**src/hw/rtl/mccd_pkg.sv**
```systemverilog
// Shared constants and codes of the motion command change dispatcher.
`default_nettype none

package mccd_pkg;

    // Default width of the position setpoints
    localparam int POS_WIDTH_DEFAULT = 16;

    // Width of speed and setpoint fields in the drive messages
    localparam int MSG_WIDTH = 16;

    // Packed flag layout
    localparam int FLAG_WIDTH = 6;
    localparam int EV_WIDTH   = 7;
    localparam int BIT_EN     = 2;
    localparam int BIT_DIR    = 3;
    localparam int BIT_AXIS   = 4;
    localparam int BIT_LIFT   = 5;
    localparam int BIT_POSCHG = 6;

    // Panel mode codes
    localparam logic [1:0] MODE_STOP = 2'd0;
    localparam logic [1:0] MODE_FREE = 2'd1;
    localparam logic [1:0] MODE_AUTO = 2'd2;
    localparam logic [1:0] MODE_LIFT = 2'd3;

    // Mode change patterns (old mode XOR new mode)
    localparam logic [1:0] MODE_EV_LO   = 2'd1;
    localparam logic [1:0] MODE_EV_HI   = 2'd2;
    localparam logic [1:0] MODE_EV_BOTH = 2'd3;

    // Drive commands
    localparam logic [1:0] CMD_STOP = 2'd0;
    localparam logic [1:0] CMD_FREE = 2'd1;
    localparam logic [1:0] CMD_LOOP = 2'd2;

    // Lift commands
    localparam logic [1:0] LIFT_STOP = 2'd0;
    localparam logic [1:0] LIFT_UP   = 2'd1;
    localparam logic [1:0] LIFT_DOWN = 2'd2;

    // Main power actions
    localparam logic [1:0] PWR_NONE = 2'd0;
    localparam logic [1:0] PWR_OFF  = 2'd1;
    localparam logic [1:0] PWR_ON   = 2'd2;

endpackage

`default_nettype wire

```
**src/hw/rtl/motion_command_change_dispatcher.sv**
```systemverilog
// Motion command change dispatcher: panel snapshot in, drive commands out.
// The result register is the only stage; it holds a word's result from the
//   cycle after the word is accepted. One word per cycle while out_ready is
//   high: in_ready = !out_valid || out_ready lets a word in as one is taken.
// Reset (rst_n low, asynchronous): previous flags and setpoints clear to zero,
//   out_valid clears; result payload registers are not reset.
`default_nettype none

module motion_command_change_dispatcher #(
    parameter int POS_WIDTH = mccd_pkg::POS_WIDTH_DEFAULT
) (
    input  wire logic                           clk,
    input  wire logic                           rst_n,

    input  wire logic                           in_valid,
    output logic                                in_ready,
    input  wire logic [1:0]                     mode,
    input  wire logic                           control_enable,
    input  wire logic                           run_direction,
    input  wire logic                           run_axis,
    input  wire logic                           lift_direction,
    input  wire logic [POS_WIDTH-1:0]           arm_position,
    input  wire logic [POS_WIDTH-1:0]           pole_position,
    input  wire logic [mccd_pkg::MSG_WIDTH-1:0] arm_velocity,
    input  wire logic [mccd_pkg::MSG_WIDTH-1:0] pole_velocity,

    output logic                                out_valid,
    input  wire logic                           out_ready,
    output logic                                arm_send,
    output logic [1:0]                          arm_command,
    output logic                                pole_send,
    output logic [1:0]                          pole_command,
    output logic                                lift_send,
    output logic [1:0]                          lift_command,
    output logic                                drive_direction,
    output logic [mccd_pkg::MSG_WIDTH-1:0]      arm_speed,
    output logic [mccd_pkg::MSG_WIDTH-1:0]      arm_setpoint,
    output logic [mccd_pkg::MSG_WIDTH-1:0]      pole_speed,
    output logic [mccd_pkg::MSG_WIDTH-1:0]      pole_setpoint,
    output logic [1:0]                          power_action
);
    import mccd_pkg::*;

    // ------------------------------------------------------------------
    // State carried from the previous accepted word
    // ------------------------------------------------------------------
    logic [FLAG_WIDTH-1:0] last_flags_reg;
    logic [POS_WIDTH-1:0]  last_arm_pos_reg;
    logic [POS_WIDTH-1:0]  last_pole_pos_reg;

    // Result register
    logic                  out_valid_reg;
    logic                  arm_send_reg;
    logic [1:0]            arm_cmd_reg;
    logic                  pole_send_reg;
    logic [1:0]            pole_cmd_reg;
    logic                  lift_send_reg;
    logic [1:0]            lift_cmd_reg;
    logic                  dir_reg;
    logic [MSG_WIDTH-1:0]  arm_speed_reg;
    logic [MSG_WIDTH-1:0]  arm_sp_reg;
    logic [MSG_WIDTH-1:0]  pole_speed_reg;
    logic [MSG_WIDTH-1:0]  pole_sp_reg;
    logic [1:0]            power_reg;

    logic                  in_accept;
    logic [FLAG_WIDTH-1:0] flags;
    logic [EV_WIDTH-1:0]   ev;
    logic [1:0]            mode_ev;
    logic                  dispatch;

    logic                  s_arm;
    logic                  s_pole;
    logic                  s_lift;
    logic                  t_stop;
    logic                  t_free;
    logic                  t_loop;
    logic                  t_up;
    logic [1:0]            power;
    logic [1:0]            dcmd;
    logic [1:0]            lcmd;

    // Setpoints narrowed or widened to the message field width
    logic [MSG_WIDTH-1:0]  arm_pos_msg;
    logic [MSG_WIDTH-1:0]  pole_pos_msg;

    // Next values of the result register
    logic                  arm_send_next;
    logic [1:0]            arm_cmd_next;
    logic                  pole_send_next;
    logic [1:0]            pole_cmd_next;
    logic                  lift_send_next;
    logic [1:0]            lift_cmd_next;
    logic                  dir_next;
    logic [MSG_WIDTH-1:0]  arm_speed_next;
    logic [MSG_WIDTH-1:0]  arm_sp_next;
    logic [MSG_WIDTH-1:0]  pole_speed_next;
    logic [MSG_WIDTH-1:0]  pole_sp_next;
    logic [1:0]            power_next;

    // The result register frees up in the same cycle it is taken
    assign in_ready  = !out_valid_reg || out_ready;
    assign in_accept = in_valid && in_ready;

    generate
        if (POS_WIDTH >= MSG_WIDTH) begin : g_pos_trunc
            assign arm_pos_msg  = arm_position[MSG_WIDTH-1:0];
            assign pole_pos_msg = pole_position[MSG_WIDTH-1:0];
        end else begin : g_pos_ext
            assign arm_pos_msg  = {{(MSG_WIDTH-POS_WIDTH){1'b0}}, arm_position};
            assign pole_pos_msg = {{(MSG_WIDTH-POS_WIDTH){1'b0}}, pole_position};
        end
    endgenerate

    // ------------------------------------------------------------------
    // Change detection: pack flags, XOR with last, fold in setpoint change
    // ------------------------------------------------------------------
    assign flags = {lift_direction, run_axis, run_direction, control_enable, mode};

    always_comb
    begin
        ev[FLAG_WIDTH-1:0] = flags ^ last_flags_reg;
        ev[BIT_POSCHG]     = (arm_position != last_arm_pos_reg)
                          || (pole_position != last_pole_pos_reg);
    end

    assign mode_ev  = ev[1:0];
    // Runs when anything changed and control is on now or was on before
    assign dispatch = (ev != '0) && (control_enable || last_flags_reg[BIT_EN]);

    // ------------------------------------------------------------------
    // Dispatch decode
    // ------------------------------------------------------------------
    always_comb
    begin
        s_arm  = 1'b0;
        s_pole = 1'b0;
        s_lift = 1'b0;
        t_stop = 1'b0;
        t_free = 1'b0;
        t_loop = 1'b0;
        t_up   = 1'b0;
        power  = PWR_NONE;

        case (mode)
            MODE_STOP:
            begin
                // Leaving free run, or axis switched: stop the selected drive
                if (mode_ev == MODE_EV_LO || ev[BIT_AXIS]) begin
                    t_stop = 1'b1;
                    s_pole = run_axis;
                    s_arm  = !run_axis;
                end else if (mode_ev == MODE_EV_HI) begin
                    // Leaving closed loop: stop both drives
                    t_stop = 1'b1;
                    s_arm  = 1'b1;
                    s_pole = 1'b1;
                end else if (mode_ev == MODE_EV_BOTH) begin
                    // Leaving lift mode: stop the lift
                    t_stop = 1'b1;
                    s_lift = 1'b1;
                end
            end
            MODE_FREE:
            begin
                t_free = 1'b1;
                s_pole = run_axis;
                s_arm  = !run_axis;
            end
            MODE_AUTO:
            begin
                t_loop = 1'b1;
                s_arm  = 1'b1;
                s_pole = 1'b1;
            end
            default:
            begin
                s_lift = 1'b1;
                t_up   = lift_direction;
            end
        endcase

        // Enable edge: disable stops everything and cuts power; enable powers on
        if (ev[BIT_EN]) begin
            if (!control_enable) begin
                t_stop = 1'b1;
                s_arm  = 1'b1;
                s_pole = 1'b1;
                s_lift = 1'b1;
                power  = PWR_OFF;
            end else begin
                power  = PWR_ON;
            end
        end
    end

    always_comb
    begin
        if (t_stop) begin
            dcmd = CMD_STOP;
        end else if (t_free) begin
            dcmd = CMD_FREE;
        end else if (t_loop) begin
            dcmd = CMD_LOOP;
        end else begin
            dcmd = CMD_STOP;
        end

        if (t_stop) begin
            lcmd = LIFT_STOP;
        end else if (t_up) begin
            lcmd = LIFT_UP;
        end else begin
            lcmd = LIFT_DOWN;
        end
    end

    // Unsent fields read zero; no dispatch means an all-zero word
    always_comb
    begin
        arm_send_next   = dispatch && s_arm;
        pole_send_next  = dispatch && s_pole;
        lift_send_next  = dispatch && s_lift;
        arm_cmd_next    = arm_send_next  ? dcmd          : CMD_STOP;
        arm_speed_next  = arm_send_next  ? arm_velocity  : '0;
        arm_sp_next     = arm_send_next  ? arm_pos_msg   : '0;
        pole_cmd_next   = pole_send_next ? dcmd          : CMD_STOP;
        pole_speed_next = pole_send_next ? pole_velocity : '0;
        pole_sp_next    = pole_send_next ? pole_pos_msg  : '0;
        lift_cmd_next   = lift_send_next ? lcmd          : LIFT_STOP;
        dir_next        = (arm_send_next || pole_send_next) && run_direction;
        power_next      = dispatch ? power : PWR_NONE;
    end

    // ------------------------------------------------------------------
    // Registers
    // ------------------------------------------------------------------
    always_ff @(posedge clk or negedge rst_n)
    begin
        if (!rst_n) begin
            last_flags_reg    <= '0;
            last_arm_pos_reg  <= '0;
            last_pole_pos_reg <= '0;
            out_valid_reg     <= 1'b0;
        end else begin
            if (in_accept) begin
                last_flags_reg    <= flags;
                last_arm_pos_reg  <= arm_position;
                last_pole_pos_reg <= pole_position;
                out_valid_reg     <= 1'b1;
            end else if (out_ready) begin
                out_valid_reg     <= 1'b0;
            end
        end
    end

    always_ff @(posedge clk)
    begin
        if (in_accept) begin
            arm_send_reg   <= arm_send_next;
            arm_cmd_reg    <= arm_cmd_next;
            pole_send_reg  <= pole_send_next;
            pole_cmd_reg   <= pole_cmd_next;
            lift_send_reg  <= lift_send_next;
            lift_cmd_reg   <= lift_cmd_next;
            dir_reg        <= dir_next;
            arm_speed_reg  <= arm_speed_next;
            arm_sp_reg     <= arm_sp_next;
            pole_speed_reg <= pole_speed_next;
            pole_sp_reg    <= pole_sp_next;
            power_reg      <= power_next;
        end
    end

    assign out_valid       = out_valid_reg;
    assign arm_send        = arm_send_reg;
    assign arm_command     = arm_cmd_reg;
    assign pole_send       = pole_send_reg;
    assign pole_command    = pole_cmd_reg;
    assign lift_send       = lift_send_reg;
    assign lift_command    = lift_cmd_reg;
    assign drive_direction = dir_reg;
    assign arm_speed       = arm_speed_reg;
    assign arm_setpoint    = arm_sp_reg;
    assign pole_speed      = pole_speed_reg;
    assign pole_setpoint   = pole_sp_reg;
    assign power_action    = power_reg;

    // ------------------------------------------------------------------
    // Assertions
    // ------------------------------------------------------------------
    // An accepted word always shows up as a result in the next cycle
    a_accept_to_valid: assert property (@(posedge clk) disable iff (!rst_n)
        in_accept |=> out_valid_reg)
        else $error("accepted word did not produce a result");

    // Power off comes only with stop sent to all three drives
    a_power_off_stops: assert property (@(posedge clk) disable iff (!rst_n)
        (out_valid_reg && power_reg == PWR_OFF) |->
        (arm_send_reg && pole_send_reg && lift_send_reg
         && arm_cmd_reg == CMD_STOP && pole_cmd_reg == CMD_STOP
         && lift_cmd_reg == LIFT_STOP))
        else $error("power off without full stop");

    // Direction is only carried in an arm or pole message
    a_dir_needs_drive: assert property (@(posedge clk) disable iff (!rst_n)
        (out_valid_reg && dir_reg) |-> (arm_send_reg || pole_send_reg))
        else $error("drive direction set without drive message");

    // Arm and pole always receive the same drive command when both are sent
    a_same_drive_cmd: assert property (@(posedge clk) disable iff (!rst_n)
        (out_valid_reg && arm_send_reg && pole_send_reg) |->
        (arm_cmd_reg == pole_cmd_reg))
        else $error("arm and pole commands differ");

    // Previous flags follow the accepted word
    a_flags_tracked: assert property (@(posedge clk) disable iff (!rst_n)
        in_accept |=> (last_flags_reg == $past(flags)))
        else $error("previous flags not updated");

endmodule

`default_nettype wire

```
**config.mk**
```make
export PLATFORM = sky130hd
export DESIGN_NAME = motion_command_change_dispatcher
export DESIGN_NICKNAME = d
export VERILOG_FILES = /design/src/hw/rtl/mccd_pkg.sv /design/src/hw/rtl/motion_command_change_dispatcher.sv
export SDC_FILE = /design/constraint.sdc
export NUM_CORES = 1
export LEC_CHECK = 0
export BUFFER_PORTS_ARGS = -buffer_cell sky130_fd_sc_hd__buf_4
export CAP_MARGIN = 20
export CORE_UTILIZATION = 25
export DETAILED_ROUTE_END_ITERATION = 12
export GPL_ROUTABILITY_DRIVEN = 0
export HOLD_SLACK_MARGIN = 0.03
export PLACE_DENSITY = 0.44
export SYNTH_ARGS = -nofsm -noshare
export SYNTH_HDL_FRONTEND = slang
export SYNTH_SLANG_ARGS = --single-unit
```
**constraint.sdc**
```tcl
create_clock -name clk -period 2.6 [get_ports clk]
set_clock_uncertainty 0.15 [all_clocks]
set_input_delay 0.52 -clock clk [delete_from_list [all_inputs] [get_ports clk]]
set_output_delay 0.52 -clock clk [all_outputs]
set_load 0.05 [all_outputs]
```
== Yosys cells after proc, flatten, opt, wreduce, memory -nomap -nowiden ==
Index checks and enable logic that the tools add are counted.

* Word-level logic and storage cells: 75
* Register bits after elaboration: 115
* Output and inout port bits: 78

* Equal/unequal tests: 7
* Multiplexer cells: 30
* Bitwise operators: 2
* Reduce and logical (&&, ||, !) cells: 20

{| class="wikitable"
|+ Operators by type and width
! operator !! count
|-
| $ne A16 B16 Y1 || 2
|-
| $mux W1 || 22
|-
| $mux W2 || 5
|-
| $reduce_bool A7 Y1 || 1
|-
| $eq A2 B2 Y1 const B || 3
|-
| $logic_and A1 B1 Y1 || 6
|-
| $pmux W1 S3 || 2
|-
| $xor A6 B6 Y6 || 1
|-
| $logic_or A1 B1 Y1 || 5
|-
| $eq A2 B1 Y1 const B || 2
|-
| $reduce_or A2 Y1 || 2
|-
| $reduce_or A3 Y1 || 1
|-
| $logic_not A1 Y1 || 2
|-
| $logic_not A2 Y1 || 1
|-
| $pmux W1 S2 || 1
|-
| $reduce_and A2 Y1 || 1
|-
| $reduce_bool A2 Y1 || 1
|-
| $not A1 Y1 || 1
|}

== Depth between registers and ports, before layout ==
Gate-level depths: netlist of run 1.

* Word-level depth: 11
* Mapped depth: 8
* Mapped depth without buffers: 7

== Worst setup path before layout of run 1 ==
No wires, ideal clock.

* Path kind: flip-flop to flip-flop
* Start: register out_valid_reg (netlist: out_valid)
* End: register arm_cmd_reg[0] (netlist: arm_command[0]), enable pin
* Required time: 2020 ps
* Library setup time: 430 ps
* Slack: -1009 ps
* Arrival time: 3029 ps
* Buffers on the path: 1
* Cell stages (with the launch flop): 5
* Cell sequence: dfrtp_1 nand2b_1 nand2_1 clkbuf_1 inv_1

* Longest elaborated chain between the ends: 3

{| class="wikitable"
|+ Ends and longest elaborated chain
! item !! line !! source
|-
| from (decl) || motion_command_change_dispatcher.sv:52 || <nowiki>logic out_valid_reg;</nowiki>
|-
| from (signal assigned) || motion_command_change_dispatcher.sv:244 || <nowiki>out_valid_reg <= 1'b0;</nowiki>
|-
| from (signal assigned) || motion_command_change_dispatcher.sv:250 || <nowiki>out_valid_reg <= 1'b1;</nowiki>
|-
| from (signal assigned) || motion_command_change_dispatcher.sv:252 || <nowiki>out_valid_reg <= 1'b0;</nowiki>
|-
| $logic_not A1 Y1 || motion_command_change_dispatcher.sv:102 || <nowiki>assign in_ready = !out_valid_reg || out_ready;</nowiki>
|-
| $logic_or A1 B1 Y1 || motion_command_change_dispatcher.sv:102 ||
|-
| net in_ready || motion_command_change_dispatcher.sv:16 || <nowiki>output logic in_ready,</nowiki>
|-
| $logic_and A1 B1 Y1 || motion_command_change_dispatcher.sv:103 || <nowiki>assign in_accept = in_valid && in_ready;</nowiki>
|-
| net in_accept || motion_command_change_dispatcher.sv:66 || <nowiki>logic in_accept;</nowiki>
|-
| to (signal assigned) || motion_command_change_dispatcher.sv:261 || <nowiki>arm_cmd_reg <= arm_cmd_next;</nowiki>
|-
| to (decl) || motion_command_change_dispatcher.sv:54 || <nowiki>logic [1:0] arm_cmd_reg;</nowiki>
|}

The timed path passes the listed nets, and every way through them passes these cells.
A chain may end at the register's enable or synchronous reset.

== Final worst setup path of run 1 ==
* Start: register last_flags_reg[4]
* End: register arm_speed_reg[1] (netlist: arm_speed[1]), data pin

* Longest elaborated chain between the ends: 7
* Elaborated cells between the ends (all ways): 9
* Classes of those cells: 4 x mux; 1 x bitwise; 4 x reduce/logical

{| class="wikitable"
|+ Ends and longest elaborated chain
! item !! line !! source
|-
| from (decl) || motion_command_change_dispatcher.sv:47 || <nowiki>logic [FLAG_WIDTH-1:0] last_flags_reg;</nowiki>
|-
| from (signal assigned) || motion_command_change_dispatcher.sv:247 || <nowiki>last_flags_reg <= flags;</nowiki>
|-
| $xor A6 B6 Y6 * || motion_command_change_dispatcher.sv:122 || <nowiki>ev[FLAG_WIDTH-1:0] = flags ^ last_flags_reg;</nowiki>
|-
| $logic_or A1 B1 Y1 || motion_command_change_dispatcher.sv:149 || <nowiki>if (mode_ev == MODE_EV_LO || ev[BIT_AXIS]) begin</nowiki>
|-
| $mux W1 || motion_command_change_dispatcher.sv:149 ||
|-
| $pmux W1 S3 || motion_command_change_dispatcher.sv:145 || <nowiki>case (mode)</nowiki>
|-
| $mux W1 || motion_command_change_dispatcher.sv:185 || <nowiki>if (!control_enable) begin</nowiki>
|-
| $mux W1 || motion_command_change_dispatcher.sv:184 || <nowiki>if (ev[BIT_EN]) begin</nowiki>
|-
| $logic_and A1 B1 Y1 * || motion_command_change_dispatcher.sv:221 || <nowiki>arm_send_next = dispatch && s_arm;</nowiki>
|-
| to (signal assigned) || motion_command_change_dispatcher.sv:267 || <nowiki>arm_speed_reg <= arm_speed_next;</nowiki>
|-
| to (decl) || motion_command_change_dispatcher.sv:60 || <nowiki>logic [MSG_WIDTH-1:0] arm_speed_reg;</nowiki>
|}

Every way passes the cells marked *; elsewhere a longest branch is shown, timed or not.

==> results of run 1 <==
cells in the mapped netlist (all sizes together) (2+ instances only):
cell,count
o21ai,6
inv,9
xor2,3
nand2,13
nor4,3
a21oi,5
nor3b,64
nor2,6
nor3,5
xnor2,37
nand4,8
mux2,34
buf,14
nand2b,2
nand3,3
edfxtp,76
ha,5
nor2b,2
dfrtp,39
clkbuf,4
metrics by stage:
| step | area, um2 | setup slack, ps | std cells | power, mW |
|---|---|---|---|---|
| after global placement | 6929 | 72.84 | 766 | 3.579 |
| after CTS | 7490 | 307.8 | 799 | 5.860 |
| after floorplan | 5383 | -58.97 | 345 | 3.149 |
| after detailed placement | 6929 | 70.88 | 766 | 3.593 |
| after global routing | 7490 | 197.4 | 799 | 6.029 |
| final | 7490 | 339.6 | 799 | 5.761 |
worst reg2reg max path, cell delays in order, from the launching register on:
cell	delay [ps]
dfrtp_1	430
xnor2_1	230
nand3_1	150
nor4_1	430
a31o_4	330
buf_12	210
nor3b_1	80
cell families after synthesis:
kind of cell,Yosys count
AND/OR/NAND/NOR,108
multiplexers,34
flip-flops,115
adder cells (fa/ha/maj),5
buffers and inverters,27
XOR/XNOR,40
AO/OA/AOI/OAI,16
power by group through the flow:
stage / clock (mW) / combinational [mW] / sequential (mW)
global route: 2.38 / 1.37 / 2.28
detailed placement: 0 / 1.30 / 2.29
finish: 2.23 / 1.28 / 2.26
floorplan: 0 / 0.544 / 2.61
global placement: 0 / 1.29 / 2.29
CTS: 2.30 / 1.31 / 2.26
layout make-up:
cell class | count | share of cell area, %
clock buffer | 26 | 6.265
sequential | 115 | 43.52
tap | 275 | 4.594
clock inverter | 6 | 1.086
multi-input combinational | 203 | 26.13
timing repair buffer | 165 | 17.91
inverter | 9 | 0.5012
path summary, 6_finish.rpt:
check                                        from                  end
worst max-delay path            last_flags_reg[4]         arm_speed[1]
worst min-delay path                     in_valid            out_valid
worst max register to register  last_flags_reg[4]         arm_speed[1]
worst min register to register  last_flags_reg[2]    last_flags_reg[2]
max in group asynchronous                   rst_n            out_valid
min in group asynchronous                   rst_n  last_arm_pos_reg[3]
layer usage:
layer	GRT usage, %	share of wire [%]
met1	15.61	45
met2	18.52	47
met3	4.540	7.0
met4	5.464	1.7
met5	0	0
timing repair:
action | 4_1_cts | 5_1_grt
buffers inserted | 0 | 0
endpoints found under the setup margin | 0 | 0
resized for setup | 0 | 0
hold endpoints to repair | 39 | 0
hold buffers | 1 | 0
==> results_dict.tcl, run 1 <==
set metrics [dict create \
    wl_mm 12.65 \
    finalCritPeriodShare_pct 86.94 \
    tightest_slew_ps 554.6 \
    min_path_type "in -> reg" \
    irDropWorstVdd_mv 0.4556 \
    power_frac_comb_pct 22.2 \
    slew_viol_final 0 \
    clock_latency_ps 420 \
    cts_made_buffers 17 \
    crit_buf_inv 1 \
    synthFlopType "edfxtp_1" \
    grt_max_degree 72 \
    cts_tree "done" \
    drive_gt1_share_pct 55.15 \
    cp.arrival_ps 2260 \
    power.share.clock_pct 38.6 \
    final_nets 590 \
    synth_edf_count 76 \
    path_clk_slew_ps 50 \
    synthArstFlopShare_pct 33.91 \
    finalSetupViolCount 0 \
    multiInputGateArea_mm2 0.001957 \
    synthToLayoutAreaGrowth_pct 39.93 \
    path_cells "xnor2_1 > nand3_1 > nor4_1 > a31o_4 > buf_12 > nor3b_1" \
    rows 53 \
    synthAdderAreaFrac_pct 1.169 \
    grt_pass1_vias 3536 \
    r2r_cells 6 \
    rsz0062_at_grt "false" \
    final_cell_mix "buf_4 (156), edfxtp_1 (76), nor3b_2 (54)" \
    period_needed_ps 2260 \
    cpPeakStageDelay_ps 430 \
    boundaryPins 152 \
    holdWs_ps 179.7 \
    seq_area_mm2 0.003259 \
    synthXorXnorAreaFrac_pct 6.826 \
    die-area_mm2 0.02200 \
    track_usage_pct 12.27 \
    slew_headroom_pct 63.03 \
    power.internal_mw 4.119 \
    syn_area_per_cell_um2 15.51 \
    critPathTopFamily "simple AND/OR/NAND/NOR gates" \
    cp.required_ps 2600 \
    wl_per_cell_um 15.83 \
    synth_top_area_share_pct 42.64 \
    synth.area.mux_share_pct 7.153 \
    grt_pass1_wl_mm 19.82 \
    yosysTopAreaCell "edfxtp_1" \
    synth_top_family_by_area "simple AND/OR/NAND/NOR gates" \
    power_switching_share_pct 28.50 \
    fp.coreArea_mm2 0.02102 \
    tns_ps 0 \
    drt_iter0_markers 158 \
    synth_compound_area_share_pct 2.384 \
    final_common_cell "buf_4" \
    yosysWarnings 0 \
    endpoint_kind "register" \
    syn_area_mm2 0.005353 \
    postLayoutCoreUtil_pct 35.63 \
    p_sw_mw 1.642 \
    place_hpwl_mm 8.740 \
    drc 0 \
    antenna_found_initial 0 \
    cap_viol_max_count 0 \
    port_buffers 151 \
    synth-seq-cells 115 \
    synthSimpleGateAreaFrac_pct 18.44 \
    initial_core_util_pct 25.46 \
    cts_sinks 115 \
    synth_cell_types 33 \
    cp_max_fo 22 \
    nFillCells 2083 \
    slowest_stage "dfrtp_1" \
    antenna_cells 0 \
    seq_area_frac_synth_pct 60.87 \
    htree_levels 4 \
    fmaxAchievable_mhz 442.4 \
    num_vias 3344 \
    powerDensity_mw_per_mm2 769.2 \
    clock-root-buffer "clkbuf_16" \
    ant_nets 0 \
    die_w_um 148.3 \
    hold_viol 0 \
    crit_cells 6 \
    hold_depth 2 \
    viasPerCell 4.185 \
    dr.pass1.iters 4 \
    die_h_um 148.3 \
    synth_nets 424 \
    r2r_slack_ps 340 \
    p_seq_share_pct 39.2 \
    grt_overflow 0 \
    critical_path_class "reg -> reg" \
    synth_area_leaders "edfxtp_1 (43%), dfrtp_1 (18%), nor3b_2 (13%), mux2_2 (7.2%), xnor2_1 (5.7%)" \
    static-leakage-power_nw 2.940 \
    critPathLaunchType "register" \
    synthCells 345 \
    clockBufferDepth 2 \
    status "finished, final reports clean" \
]
No activity file was read; power rests on OpenSTA's default activity.
==> inputs of run 2 (changes only) <==
==> constraint.sdc (replaced) <==
create_clock -name clk -period 2.6 [get_ports clk]
set_clock_uncertainty 0.15 [all_clocks]
set_input_delay 0.26 -clock clk [delete_from_list [all_inputs] [get_ports clk]]
set_output_delay 0.26 -clock clk [all_outputs]
set_load 0.05 [all_outputs]
==> run 2 against run 1 <==
- global-route usage up 0.31 points
- highest routed layer unchanged
- fmax down 5.3%
- total power up 1.1%
- via count up 7.0%
- combinational power up 3%
- critical path depth up 2
- wire length up 3.7%
- die area unchanged
- clock power about the same
==> results_dict.tcl, run 2 (same netlist as run 1, synthesis figures left out) <==
set metrics [dict create \
    status "finished, final reports clean" \
    num_vias 3577 \
    ant_nets 0 \
    cp_max_fo 24 \
    grt_pass1_wl_mm 20.68 \
    cap_viol_max_count 0 \
    path_clk_slew_ps 50 \
    wl_mm 13.11 \
    grt_overflow 0 \
    cts_tree "done" \
    synthToLayoutAreaGrowth_pct 50.23 \
    final_nets 649 \
    holdWs_ps 47.97 \
    cpPeakStageDelay_ps 550 \
    nFillCells 2022 \
    die_w_um 148.3 \
    critPathLaunchType "input pin" \
    powerDensity_mw_per_mm2 724.2 \
    postLayoutCoreUtil_pct 38.25 \
    r2r_cells 7 \
    rsz0062_at_grt "false" \
    port_buffers 151 \
    final_common_cell "buf_4" \
    viasPerCell 4.164 \
    slew_headroom_pct 54.79 \
    clockBufferDepth 2 \
    p_total_mw 5.823 \
    seq_area_mm2 0.003259 \
    rr_endpoint "arm_setpoint[2]" \
    initial_core_util_pct 25.46 \
    ctsHoldBuffers 59 \
    drt_iter0_markers 127 \
    path_cells "dlygate4sd3_1 > buf_4 > inv_1 > ha_1 > nor4_1 > a31o_4 > buf_12 > nor3b_2" \
    clock-root-buffer "clkbuf_16" \
    tightest_slew_ps 678.1 \
    drive_gt1_share_pct 50.43 \
    grt_pass1_vias 3853 \
    static-leakage-power_nw 3.178 \
    die_h_um 148.3 \
    crit_start "control_enable" \
    critical_path_class "in -> reg" \
    cts_sinks 115 \
    slowest_stage "dlygate4sd3_1" \
    fp.coreArea_mm2 0.02102 \
    critPathTopFamily "buffers and inverters" \
    hold_end "arm_speed[10]" \
    wl_per_cell_um 15.27 \
    finalSetupViolCount 0 \
    multiInputGateArea_mm2 0.001957 \
    die-area_mm2 0.02200 \
    hold_depth 2 \
    crit_buf_inv 4 \
    slew_viol_final 0 \
    irDropWorstVdd_mv 0.4517 \
    cp.arrival_ps 2390 \
    finalCritPeriodShare_pct 91.78 \
    hp-start "arm_velocity[10]" \
    period_needed_ps 2386 \
    drc 0 \
    post_cts_resize_count 0 \
    dr.pass1.iters 4 \
    place_hpwl_mm 8.781 \
    hold_viol 0 \
    cts_made_buffers 17 \
    r2r-start "last_flags_reg[4]" \
    final_cell_mix "buf_4 (161), edfxtp_1 (76), dlygate4sd3_1 (59)" \
    cts_setup_buffers 0 \
    htree_levels 4 \
    endpoint_kind "register" \
    r2r_slack_ps 310 \
    track_usage_pct 12.58 \
    antenna_found_initial 1 \
    fmaxAchievable_mhz 419.1 \
    clock_latency_ps 410 \
    boundaryPins 152 \
    min_path_type "in -> reg" \
    cp.required_ps 2600 \
    rows 53 \
    grt_max_degree 50 \
]
run 2: cell types whose count changed in the layout (fill, tap and decap cells not counted):
cell,before,now
buf_12,8,4
buf_4,156,161
clkbuf_1,8,3
clkinv_1,1,2
clkinv_2,2,4
clkinv_4,0,1
clkinvlp_4,2,3
diode_2,0,1
dlygate4sd3_1,1,59
run 2: how the worst max path moves through the flow:
stage / to / slack [ps] / cells past startpoint
3_3_place_gp: drive_direction / 320 / 8
2_1_floorplan: arm_command[0] / -40 / 4
3_5_place_dp: arm_setpoint[2] / 310 / 7
6_report: arm_setpoint[2] / 210 / 8
4_1_cts: arm_setpoint[7] / 200 / 8
5_1_grt: pole_command[0] / 80 / 9
run 2: layout make-up:
cell class | instances | area share [%]
sequential | 115 | 40.53
tap | 275 | 4.279
antenna | 1 | 0.03112
clock inverter | 11 | 1.385
inverter | 9 | 0.4668
clock buffer | 21 | 5.601
timing repair buffer | 224 | 23.37
multi-input combinational | 203 | 24.33
run 2: where the power goes:
| group | internal (mW) | switching (mW) |
|---|---|---|
| registers | 2.17 | 0.0860 |
| clock network | 1.42 | 0.822 |
| logic | 0.553 | 0.769 |
| total | 4.15 | 1.68 |
run 2: routing by layer:
metal	global-route usage [%]	vias up	wire (um)	share of wire [%]
li1	-	1713	-	-
met1	15.20	1742	5832	44
met2	21.01	108	6377	49
met3	3.589	14	735	5.6
met4	5.103	0	168	1.3
met5	0	-	0	0
run 2: metrics by stage:
stage | worst slack [ps] | area (um2) | setup TNS, ps | instances
final | 213.7 | 8041 | 0 | 859
after global routing | 79.78 | 8041 | 0 | 859
after CTS | 197.7 | 8039 | 0 | 858
after detailed placement | 309.1 | 6887 | 0 | 767
after global placement | 318.5 | 6887 | 0 | 767
after floorplan | -35.13 | 5383 | -2670 | 345
